[config.mk]
export PLATFORM = sky130hd
export DESIGN_NAME = top_k_frequency_list
export DESIGN_NICKNAME = d
export VERILOG_FILES = /design/src/rtl/tkfl_pkg.sv /design/src/rtl/tkfl_cell.sv /design/src/rtl/top_k_frequency_list.sv
export SDC_FILE = /design/constraint.sdc
export NUM_CORES = 2
export LEC_CHECK = 0
export BUFFER_PORTS_ARGS = -buffer_cell sky130_fd_sc_hd__buf_2
export CAP_MARGIN = 20
export CORE_MARGIN = 4
export CORE_UTILIZATION = 52
export CTS_CLUSTER_DIAMETER = 30
export DETAILED_ROUTE_END_ITERATION = 10
export PLACE_DENSITY = 0.68
export SYNTH_ARGS = -nofsm -noshare
export SYNTH_HDL_FRONTEND = slang
export SYNTH_SLANG_ARGS = --single-unit
export TNS_END_PERCENT = 10
[constraint.sdc]
create_clock -name clk -period 6.5 [get_ports clk]
set_clock_uncertainty 0.1 [all_clocks]
set_input_delay 1.95 -clock clk [delete_from_list [all_inputs] [get_ports clk]]
set_output_delay 1.95 -clock clk [all_outputs]
set_load 0.1 [all_outputs]
[src/rtl/tkfl_pkg.sv]
// Shared types and codes for the top-k frequency list.
`timescale 1ns / 1ps

package tkfl_pkg;

	localparam int LIST_DEPTH_DEF = 16;
	localparam int ID_W           = 16;
	localparam int KEY_W          = 16;
	localparam int INDEX_W        = 4;
	localparam int COUNT_W        = 5;

	// Item kinds.
	localparam logic KIND_ADD  = 1'b0;
	localparam logic KIND_READ = 1'b1;

	typedef struct packed {
		logic [ID_W-1:0]  id;
		logic [KEY_W-1:0] key;
	} entry_t;

	// Broadcast from the sequencer to every cell of the chain.
	typedef struct packed {
		logic   swap;
		logic   clear;
		entry_t new_entry;
	} cell_ctl_t;

endpackage

[src/rtl/tkfl_cell.sv]
// One slot of the sorted list: holds an entry and the moving-entry mark.
`timescale 1ns / 1ps

module tkfl_cell
	import tkfl_pkg::*;
(
	input  logic      clk,
	input  logic      arst_n,
	input  cell_ctl_t ctl,
	input  logic      load,
	input  entry_t    upper_entry,
	input  entry_t    lower_entry,
	input  logic      lower_mark,
	output entry_t    entry,
	output logic      mark,
	output logic      swap_req
);

	entry_t entry_q;
	logic   mark_q;

	// The marked entry trades places with its upper neighbor while its key is larger.
	always_ff @(posedge clk) begin
		if (load) begin
			entry_q <= ctl.new_entry;
		end else if (ctl.swap && mark_q) begin
			entry_q <= upper_entry;
		end else if (ctl.swap && lower_mark) begin
			entry_q <= lower_entry;
		end
	end

	always_ff @(posedge clk or negedge arst_n) begin
		if (!arst_n) begin
			mark_q <= 1'b0;
		end else if (load) begin
			mark_q <= 1'b1;
		end else if (ctl.clear) begin
			mark_q <= 1'b0;
		end else if (ctl.swap) begin
			mark_q <= lower_mark;
		end
	end

	assign entry    = entry_q;
	assign mark     = mark_q;
	assign swap_req = mark_q && (entry_q.key > upper_entry.key);

endmodule

[src/rtl/top_k_frequency_list.sv]
// Top level of the top-k frequency list: a chain of list cells and its sequencer.
`timescale 1ns / 1ps

// Channel   Signals                                      Transfer
// --------  -------------------------------------------  --------------------------
// command   start, busy, kind, song_id, frequency, index  start high and busy low
// result    done, placed, position, list_size,            done high, one cycle,
//           read_id, read_key, read_valid                 cannot be held off
//
// A read, or an add that does not enter the list, gives its result in the cycle after
// the transfer and busy stays low, so such items may follow each other every cycle.
// An add that places its entry loads and marks it in its cell and holds busy high
// while it climbs 0 to LIST_DEPTH-1 slots: the marked entry moves up one cell per
// cycle by swapping with its neighbor, and done rises once a check finds it settled.
// Reset only empties the list (fill count to zero); no clearing pass is needed
// since only entries below the fill count are ever looked at.
module top_k_frequency_list
	import tkfl_pkg::*;
#(
	parameter int LIST_DEPTH = LIST_DEPTH_DEF
) (
	input  logic               clk,
	input  logic               arst_n,
	input  logic               start,
	output logic               busy,
	input  logic               kind,
	input  logic [ID_W-1:0]    song_id,
	input  logic [KEY_W-1:0]   frequency,
	input  logic [INDEX_W-1:0] index,
	output logic               done,
	output logic               placed,
	output logic [COUNT_W-1:0] position,
	output logic [COUNT_W-1:0] list_size,
	output logic [ID_W-1:0]    read_id,
	output logic [KEY_W-1:0]   read_key,
	output logic               read_valid
);

	// Slot index width and fill count width follow the depth.
	localparam int IW = (LIST_DEPTH > 1) ? $clog2(LIST_DEPTH) : 1;
	localparam int CW = $clog2(LIST_DEPTH + 1);
	localparam logic [COUNT_W-1:0] NOT_PLACED = COUNT_W'(LIST_DEPTH);

	typedef enum logic {
		ST_IDLE,
		ST_MOVE
	} state_t;

	state_t              state_q;
	logic                done_q;
	logic                placed_q;
	logic [COUNT_W-1:0]  position_q;
	logic [ID_W-1:0]     read_id_q;
	logic [KEY_W-1:0]    read_key_q;
	logic                read_valid_q;
	logic [CW-1:0]       fill_q;
	logic [IW-1:0]       pos_q;

	entry_t                cell_entry [LIST_DEPTH];
	logic [LIST_DEPTH-1:0] cell_mark;
	logic [LIST_DEPTH-1:0] cell_swap_req;
	logic [LIST_DEPTH-1:0] cell_load;
	logic [LIST_DEPTH-1:0] match;
	cell_ctl_t             ctl;

	logic          accept;
	logic          found;
	logic          full;
	logic          beat;
	logic          place;
	logic          grow;
	logic          any_swap;
	logic [IW-1:0] match_idx;
	logic [IW-1:0] load_idx;
	entry_t        rd_entry;
	logic          rd_ok;

	assign busy   = (state_q == ST_MOVE);
	assign accept = start && !busy;

	// Look up the identifier in every filled cell at once; identifiers are unique
	// in the list, so at most one cell matches and an OR of indexes encodes it.
	always_comb begin
		match_idx = '0;
		for (int j = 0; j < LIST_DEPTH; j++) begin
			match[j] = (32'(j) < 32'(fill_q)) && (cell_entry[j].id == song_id);
			if (match[j]) begin
				match_idx = match_idx | IW'(j);
			end
		end
	end

	// Read port: a select over the cells at the requested index.
	always_comb begin
		rd_entry = '0;
		for (int j = 0; j < LIST_DEPTH; j++) begin
			if (32'(j) == 32'(index)) begin
				rd_entry = cell_entry[j];
			end
		end
		rd_ok = 32'(index) < 32'(fill_q);
	end

	// An add lands either on its own listed cell, on the first free cell, or on
	// the last cell when the list is full and its key beats the last entry.
	assign found = |match;
	assign full  = (32'(fill_q) == 32'(LIST_DEPTH));
	assign beat  = full && (frequency > cell_entry[LIST_DEPTH-1].key);
	assign place = accept && (kind == KIND_ADD) && (found || !full || beat);
	assign grow  = !found && !full;

	always_comb begin
		if (found) begin
			load_idx = match_idx;
		end else if (!full) begin
			load_idx = IW'(fill_q);
		end else begin
			load_idx = IW'(LIST_DEPTH - 1);
		end
		for (int j = 0; j < LIST_DEPTH; j++) begin
			cell_load[j] = place && (32'(j) == 32'(load_idx));
		end
	end

	assign any_swap          = |cell_swap_req;
	assign ctl.swap          = (state_q == ST_MOVE) && any_swap;
	assign ctl.clear         = (state_q == ST_MOVE) && !any_swap;
	assign ctl.new_entry.id  = song_id;
	assign ctl.new_entry.key = frequency;

	// The chain: each cell sees its upper and lower neighbor. The top cell compares
	// against itself, so it never asks to swap.
	for (genvar j = 0; j < LIST_DEPTH; j++) begin : g_cell
		entry_t up_entry;
		entry_t dn_entry;
		logic   dn_mark;

		if (j == 0) begin : g_top
			assign up_entry = cell_entry[j];
		end else begin : g_mid
			assign up_entry = cell_entry[j-1];
		end

		if (j == LIST_DEPTH - 1) begin : g_bottom
			assign dn_entry = '0;
			assign dn_mark  = 1'b0;
		end else begin : g_inner
			assign dn_entry = cell_entry[j+1];
			assign dn_mark  = cell_mark[j+1];
		end

		tkfl_cell u_cell (
			.clk         (clk),
			.arst_n      (arst_n),
			.ctl         (ctl),
			.load        (cell_load[j]),
			.upper_entry (up_entry),
			.lower_entry (dn_entry),
			.lower_mark  (dn_mark),
			.entry       (cell_entry[j]),
			.mark        (cell_mark[j]),
			.swap_req    (cell_swap_req[j])
		);
	end

	// Sequencer: takes items, follows the climbing entry, and issues each result.
	always_ff @(posedge clk or negedge arst_n) begin
		if (!arst_n) begin
			state_q      <= ST_IDLE;
			done_q       <= 1'b0;
			placed_q     <= 1'b0;
			position_q   <= '0;
			read_id_q    <= '0;
			read_key_q   <= '0;
			read_valid_q <= 1'b0;
			fill_q       <= '0;
			pos_q        <= '0;
		end else begin
			done_q <= 1'b0;
			case (state_q)
				ST_IDLE: begin
					if (accept) begin
						if (kind == KIND_READ) begin
							done_q       <= 1'b1;
							placed_q     <= 1'b0;
							position_q   <= NOT_PLACED;
							read_id_q    <= rd_ok ? rd_entry.id : '0;
							read_key_q   <= rd_ok ? rd_entry.key : '0;
							read_valid_q <= rd_ok;
						end else begin
							read_id_q    <= '0;
							read_key_q   <= '0;
							read_valid_q <= 1'b0;
							if (place) begin
								state_q <= ST_MOVE;
								pos_q   <= load_idx;
								if (grow) begin
									fill_q <= fill_q + CW'(1);
								end
							end else begin
								done_q     <= 1'b1;
								placed_q   <= 1'b0;
								position_q <= NOT_PLACED;
							end
						end
					end
				end
				ST_MOVE: begin
					if (any_swap) begin
						pos_q <= pos_q - IW'(1);
					end else begin
						state_q    <= ST_IDLE;
						done_q     <= 1'b1;
						placed_q   <= 1'b1;
						position_q <= COUNT_W'(pos_q);
					end
				end
				default: begin
					state_q <= ST_IDLE;
				end
			endcase
		end
	end

	assign done       = done_q;
	assign placed     = placed_q;
	assign position   = position_q;
	assign list_size  = COUNT_W'(fill_q);
	assign read_id    = read_id_q;
	assign read_key   = read_key_q;
	assign read_valid = read_valid_q;

endmodule

== Word level (Yosys, flattened, before mapping) ==
Cells that the tools add are included.

* Muxes and demuxes: 158
* Reductions and logical operators: 118
* Add/subtract/negate cells: 2
* Eq/ne operators: 54
* Magnitude comparators: 34
* Bitwise logic cells: 2

{| class="wikitable"
|+ Operators by type and width
! kind !! number
|-
| 32-bit 2-to-1 mux || 63
|-
| 16-bit > comparator || 17
|-
| 16-bit equality test || 16
|-
| 3-bit nonzero test || 30
|-
| 1-bit logical AND || 71
|-
| 4-bit equality test (first input constant) || 16
|-
| 16-bit 2-to-1 mux || 4
|-
| 1-bit 2-to-1 mux || 62
|-
| 4-bit 2-to-1 mux || 14
|-
| 4-bit by 5-bit less-than comparator with 1-bit output (first input constant) || 8
|-
| 3-bit by 4-bit equality test with 1-bit output (first input constant) || 8
|-
| 16-bit OR reduction || 2
|-
| 3-bit by 5-bit less-than comparator with 1-bit output (first input constant) || 4
|-
| 5-bit 2-to-1 mux || 4
|-
| 2-bit by 4-bit equality test with 1-bit output (first input constant) || 4
|-
| 3-bit 2-to-1 mux || 4
|-
| 1-bit by 5-bit less-than comparator with 1-bit output (first input constant) || 2
|-
| 2-bit by 5-bit less-than comparator with 1-bit output (first input constant) || 2
|-
| 5-bit case mux with 2 select lines || 1
|-
| 1-bit by 4-bit equality test with 1-bit output (first input constant) || 2
|-
| 4-bit logical NOT || 2
|-
| 2-bit inequality test (second input constant) || 4
|-
| 4-bit case mux with 2 select lines || 1
|-
| 1-bit case mux with 2 select lines || 3
|-
| 15 further kinds || 24
|}

* Logic and storage cells: 425
* Input bits: 40
* Bits in registers: 578
* Output and inout bits: 46

== Depth between registers and ports, before layout ==
* Word-level depth: 22
* Depth in mapped cells: 17
* Depth with buffers taken out: 12

== Modules after synthesis ==
A second synthesis with hierarchy kept.

* Cells, all modules: 4,581
* Area, all modules: 43,593.1 sq um

{| class="wikitable"
|+ By module, submodules not included
! module !! area an instance (sq um) !! sequential area each (sq um) !! cells an instance !! times used
|-
| tkfl_cell (g_cell[0].u_cell ...) || 2,058.2 || 985.9 || 201 || 15
|-
| top_k_frequency_list || 10,649.0 || 1,251.2 || 1,366 || 1
|-
| tkfl_cell (g_cell[15].u_cell) || 2,070.7 || 985.9 || 200 || 1
|}

== Least setup slack after synthesis ==
No wires, ideal clock.

* Path kind: input to register
* Start: input port song_id[14]
* End: register g_cell[0].u_cell.entry_q, in the netlist g_cell[0].u_cell.entry[0] (enable)
* Arrival time: 5.588 ns
* Data required time: 5.742 ns
* Cell stages on the path: 14
* Buffers on the path: 4
* Setup slack: 0.154 ns
* Library setup time: 0.658 ns
* Cells stage by stage: buf_4 -> buf_12 -> xnor2_1 -> nand4_1 -> nor2_1 -> a32oi_1 -> or4b_1 -> o311ai_0 -> o21a_1 -> buf_4 -> nor2_8 -> nand2_2 -> buf_2 -> o21ai_0

* Longest elaborated chain between the ends: 22
* Elaborated cells on any way between the ends: 57
* Classes of those cells: eq/ne: 17; mux: 16; reduce/logical: 24

{| class="wikitable"
|+ Ends and longest elaborated chain
! item !! line !! text
|-
| from (decl) || top_k_frequency_list.sv:27 || <nowiki>input logic [ID_W-1:0] song_id,</nowiki>
|-
| 16-bit equality test || top_k_frequency_list.sv:86 || <nowiki>match[j] = (32'(j) < 32'(fill_q)) && (cell_entry[j].id == song_id);</nowiki>
|-
| 1-bit logical AND || top_k_frequency_list.sv:86 ||
|-
| 1-bit 2-to-1 mux || top_k_frequency_list.sv:87 || <nowiki>if (match[j]) begin</nowiki>
|-
| 2-bit 2-to-1 mux (2 in series) || top_k_frequency_list.sv:87 ||
|-
| 3-bit 2-to-1 mux (4 in series) || top_k_frequency_list.sv:87 ||
|-
| 4-bit 2-to-1 mux (8 in series) || top_k_frequency_list.sv:87 ||
|-
| 4-bit 2-to-1 mux || top_k_frequency_list.sv:113 || <nowiki>if (found) begin</nowiki>
|-
| 4-bit logical NOT || top_k_frequency_list.sv:121 || <nowiki>cell_load[j] = place && (32'(j) == 32'(load_idx));</nowiki>
|-
| 1-bit logical AND (*) || top_k_frequency_list.sv:121 ||
|-
| 2-bit by 1-bit inequality test with 1-bit output (no line) / 2-bit nonzero test (equally long branches) || -- ||
|-
| 2-bit AND reduction (no line) (*) || -- ||
|-
| to (signal assigned) || tkfl_cell.sv:25 || <nowiki>entry_q <= ctl.new_entry;</nowiki>
|-
| to (signal assigned) || tkfl_cell.sv:27 || <nowiki>entry_q <= upper_entry;</nowiki>
|-
| to (signal assigned) || tkfl_cell.sv:29 || <nowiki>entry_q <= lower_entry;</nowiki>
|-
| to (decl) || tkfl_cell.sv:19 || <nowiki>entry_t entry_q;</nowiki>
|}

Every way passes the cells marked *; elsewhere a longest branch is shown, timed or not.
A chain may end at the register's enable or synchronous reset.

== Worst setup path after layout ==
* Start: input port song_id[2]
* End: register g_cell[8].u_cell.entry_q, in the netlist g_cell[8].u_cell.entry[10] (enable)

* Longest elaborated chain between the ends: 21
* Elaborated cells on any way between the ends: 55
* Classes of those cells: eq/ne: 17; mux: 16; reduce/logical: 22

{| class="wikitable"
|+ Ends and longest elaborated chain
! item !! line
|-
| 16-bit equality test || top_k_frequency_list.sv:86
|-
| 1-bit logical AND || top_k_frequency_list.sv:86
|-
| 1-bit 2-to-1 mux || top_k_frequency_list.sv:87
|-
| 2-bit 2-to-1 mux (2 in series) || top_k_frequency_list.sv:87
|-
| 3-bit 2-to-1 mux (4 in series) || top_k_frequency_list.sv:87
|-
| 4-bit 2-to-1 mux (8 in series) || top_k_frequency_list.sv:87
|-
| 4-bit 2-to-1 mux || top_k_frequency_list.sv:113
|-
| 4-bit equality test || top_k_frequency_list.sv:121
|-
| 1-bit logical AND (*) || top_k_frequency_list.sv:121
|-
| 3-bit nonzero test (no line) (*) || --
|-
| to (signal assigned) || tkfl_cell.sv:25
|-
| to (signal assigned) || tkfl_cell.sv:27
|-
| to (signal assigned) || tkfl_cell.sv:29
|-
| to (decl) || tkfl_cell.sv:19
|}

Marked as above.

==> impl_metrics.tcl <==
set metrics [dict create \
    drtAntennaViolNets 0 \
    async_flop_share_pct 11.42 \
    initial_utilization_pct 52.46 \
    synthesis.area_sq_mm 0.04301 \
    leakage_nw 20.15 \
    p_sw_share_pct 34.53 \
    yosysSeqAreaShare_pct 39.59 \
    end_kind "flop" \
    final_cell_mix "edfxtp_1, mux2i_1, nand2_1, o21ai_0, inv_1" \
    antenna_found_initial 2 \
    utilization_pct 61.70 \
    track_usage_pct 33.86 \
    postSynthCellCount 4068 \
    slew_headroom_pct 22.49 \
    fin_setup_tns_ps 0 \
    final_nets 4543 \
    ir_drop_v 0.0002807 \
    syn-num-nets 4370 \
    finalMaxSlewViolations 0 \
    avgRoutedWirePerCell_um 27.75 \
    worstSetupPathType "in -> reg" \
    grt_max_degree 67 \
    fin_hold_ws_ps 359.8 \
    place_congestion 0.9723 \
    rows 105 \
    cp.arrival_ps 6130 \
    p_sw_mw 5.993 \
    finalSetupViolations 0 \
    cts_resized 0 \
    rrSetupSlack_ps 1340 \
    ys_ff_latch 578 \
    path_max_fanout 33 \
    core_area_sq_mm 0.08198 \
    fp.dieH_um 295.6 \
    grt_pass1_vias 34640 \
    final.min_clock_period_ps 5766 \
    cp.required_ps 6870 \
    ys.flop_type "edfxtp_1" \
    combPwrFrac_pct 25.6 \
    grt-ovfl-total 0 \
    rsz0062_at_grt "false" \
    hold_path.class "reg -> reg" \
    drt_iter0_drc 4549 \
    period_share_pct 88.71 \
    syn_area_per_cell_sq_um 10.57 \
    fillers 6579 \
    fmax_mhz 173.4 \
    post-cts-setup-buffer-count 0 \
    layout_commonest_cell "edfxtp_1" \
    p_int_mw 11.36 \
    vias 35610 \
    syn2layout_area_growth_pct 17.62 \
    hpwlAfterDp_mm 111.7 \
    status "finished, final reports clean" \
    route.detailed.drc 0 \
    die_area_sq_mm 0.08737 \
    synth-edff-count 512 \
    clock_sinks 578 \
    grt_first_pass_wirelength_mm 222.4 \
    p_clk_share_pct 43.4 \
    yosys_warnings 0 \
    wirelength_mm 150.9 \
    dr.pass1.iters 7 \
    power.density_mw_per_mm2 343.1 \
    cts_buffers 150 \
    layout-drive-gt1-share_pct 19.46 \
    pwr-share-seq_pct 31.0 \
    clk_latency_ps 730 \
    hold_viol 0 \
    clk_pin_slew_ps 40 \
    port_buffers 85 \
    hold_buffers 0 \
    cts_buffer_depth 3 \
    cts_root_buffer "clkbuf_16" \
    cts_tree "built" \
    synth.distinct_cells 90 \
    maxCapViolCount 0 \
    start_kind "input pin" \
    vias_per_cell 6.549 \
    die_w_um 295.6 \
    worst_pin_slew_ps 1148 \
    h-tree-depth 4 \
    setup_slack_ps 733.7 \
    total_power_mw 17.36 \
    num_io_pins 86 \
    dp_slack_ps 90.93 \
]
## cell type report
class,count,area [sq um],share of cell area [%]
Timing Repair Buffer,282,2300,4.546
Multi-Input combinational cell,2926,23660,46.77
Sequential cell,578,17030,33.66
Clock buffer,196,4207,8.316
Clock inverter,82,913.4,1.806
Tap cell,1070,1339,2.647
Inverter,303,1137,2.248
Antenna cell,1,2.502,0.004947
## through the flow
step                instances  cell area, sq um
finish                   5438             50580
global route             5437             50580
CTS                      5437             50580
detailed placement       5159             45460
global placement         5159             45460
floorplan                4068             43010
## sequential cells by signal, indices dropped and copies added (netlist names)
register,flops
g_cell.u_cell.entry,512
g_cell.u_cell.mark,16
read_id,16
read_key,16
list_size,5
position,5
pos_q,4
busy,1
done,1
placed,1
read_valid,1
## kinds of logic (layout without fill, tap and decap cells)
logic type	after synthesis	after routing	synth area share [%]
adder cells (fa/ha/maj)	262	262	7.622
other	0	1	0
XOR/XNOR	260	260	5.295
multiplexers	834	834	20.78
flip-flops	578	578	39.59
buffers and inverters	564	863	6.063
AND/OR/NAND/NOR	760	760	8.536
AO/OA/AOI/OAI	810	810	12.11
## worst max-delay path, stage by stage
cell	delay, ps
buf_2	580
xnor2_1	250
nand4_1	210
nor3b_1	100
a2bb2oi_1	350
or3b_1	440
o311ai_0	560
buf_4	240
o21a_1	300
buf_4	250
nor2_8	80
nand2_2	90
buf_12	250
nand3_2	200
buf_12	200
## path summary, 6_finish.rpt
path | cells after the start | end | from
setup / recovery | 15 | g_cell[8].u_cell.entry[10] | song_id[2]
hold / removal | 2 | read_id[6] | read_id[6]
setup reg to reg | 14 | g_cell[9].u_cell.entry[22] | g_cell[5].u_cell.entry[9]
hold reg to reg | 2 | read_id[6] | read_id[6]
max in group asynchronous | 1 | list_size[4] | arst_n
min in group asynchronous | 1 | read_key[15] | arst_n
## per-layer routing
layer / share of wire, % / global-route usage [%]
met3: 11 / 7.302
met2: 45 / 52.48
met4: 4.4 / 14.44
met1: 40 / 46.10
met5: 0 / 0
## power by group through the flow
stage | registers, mW | logic (mW) | clock network [mW]
after floorplan | 5.78 | 2.39 | 0
after global placement | 5.39 | 4.27 | 0
after detailed placement | 5.40 | 4.35 | 0
after CTS | 5.35 | 4.38 | 7.56
after global routing | 5.41 | 4.73 | 7.77
final | 5.38 | 4.45 | 7.52
## synthesized netlist by cell type, drive strengths merged (16+ instances only)
cell type / instances / area (sq um)
ha: 262 / 3278
a21o: 37 / 277.8
o221ai: 16 / 140.1
mux2i: 500 / 5021
nor2: 100 / 410.4
a21oi: 146 / 730.7
xnor2: 102 / 893.4
nor3: 35 / 196.4
xor2: 158 / 1384
edfxtp: 512 / 15370
nand3: 70 / 375.4
nand2: 339 / 1297
mux2: 325 / 3712
a222oi: 21 / 210.2
or3: 16 / 100.1
nor4: 45 / 287.8
a22oi: 56 / 420.4
a221oi: 30 / 262.8
clkbuf: 120 / 452.9
o21ai: 299 / 1500
nor2b: 28 / 175.2
nand4: 84 / 525.5
inv: 288 / 1081
dfrtp: 66 / 1652
a211oi: 28 / 230.2
o22ai: 26 / 162.7
o21a: 23 / 172.7
buf: 141 / 1017
Power figures use the tool's default switching activity.
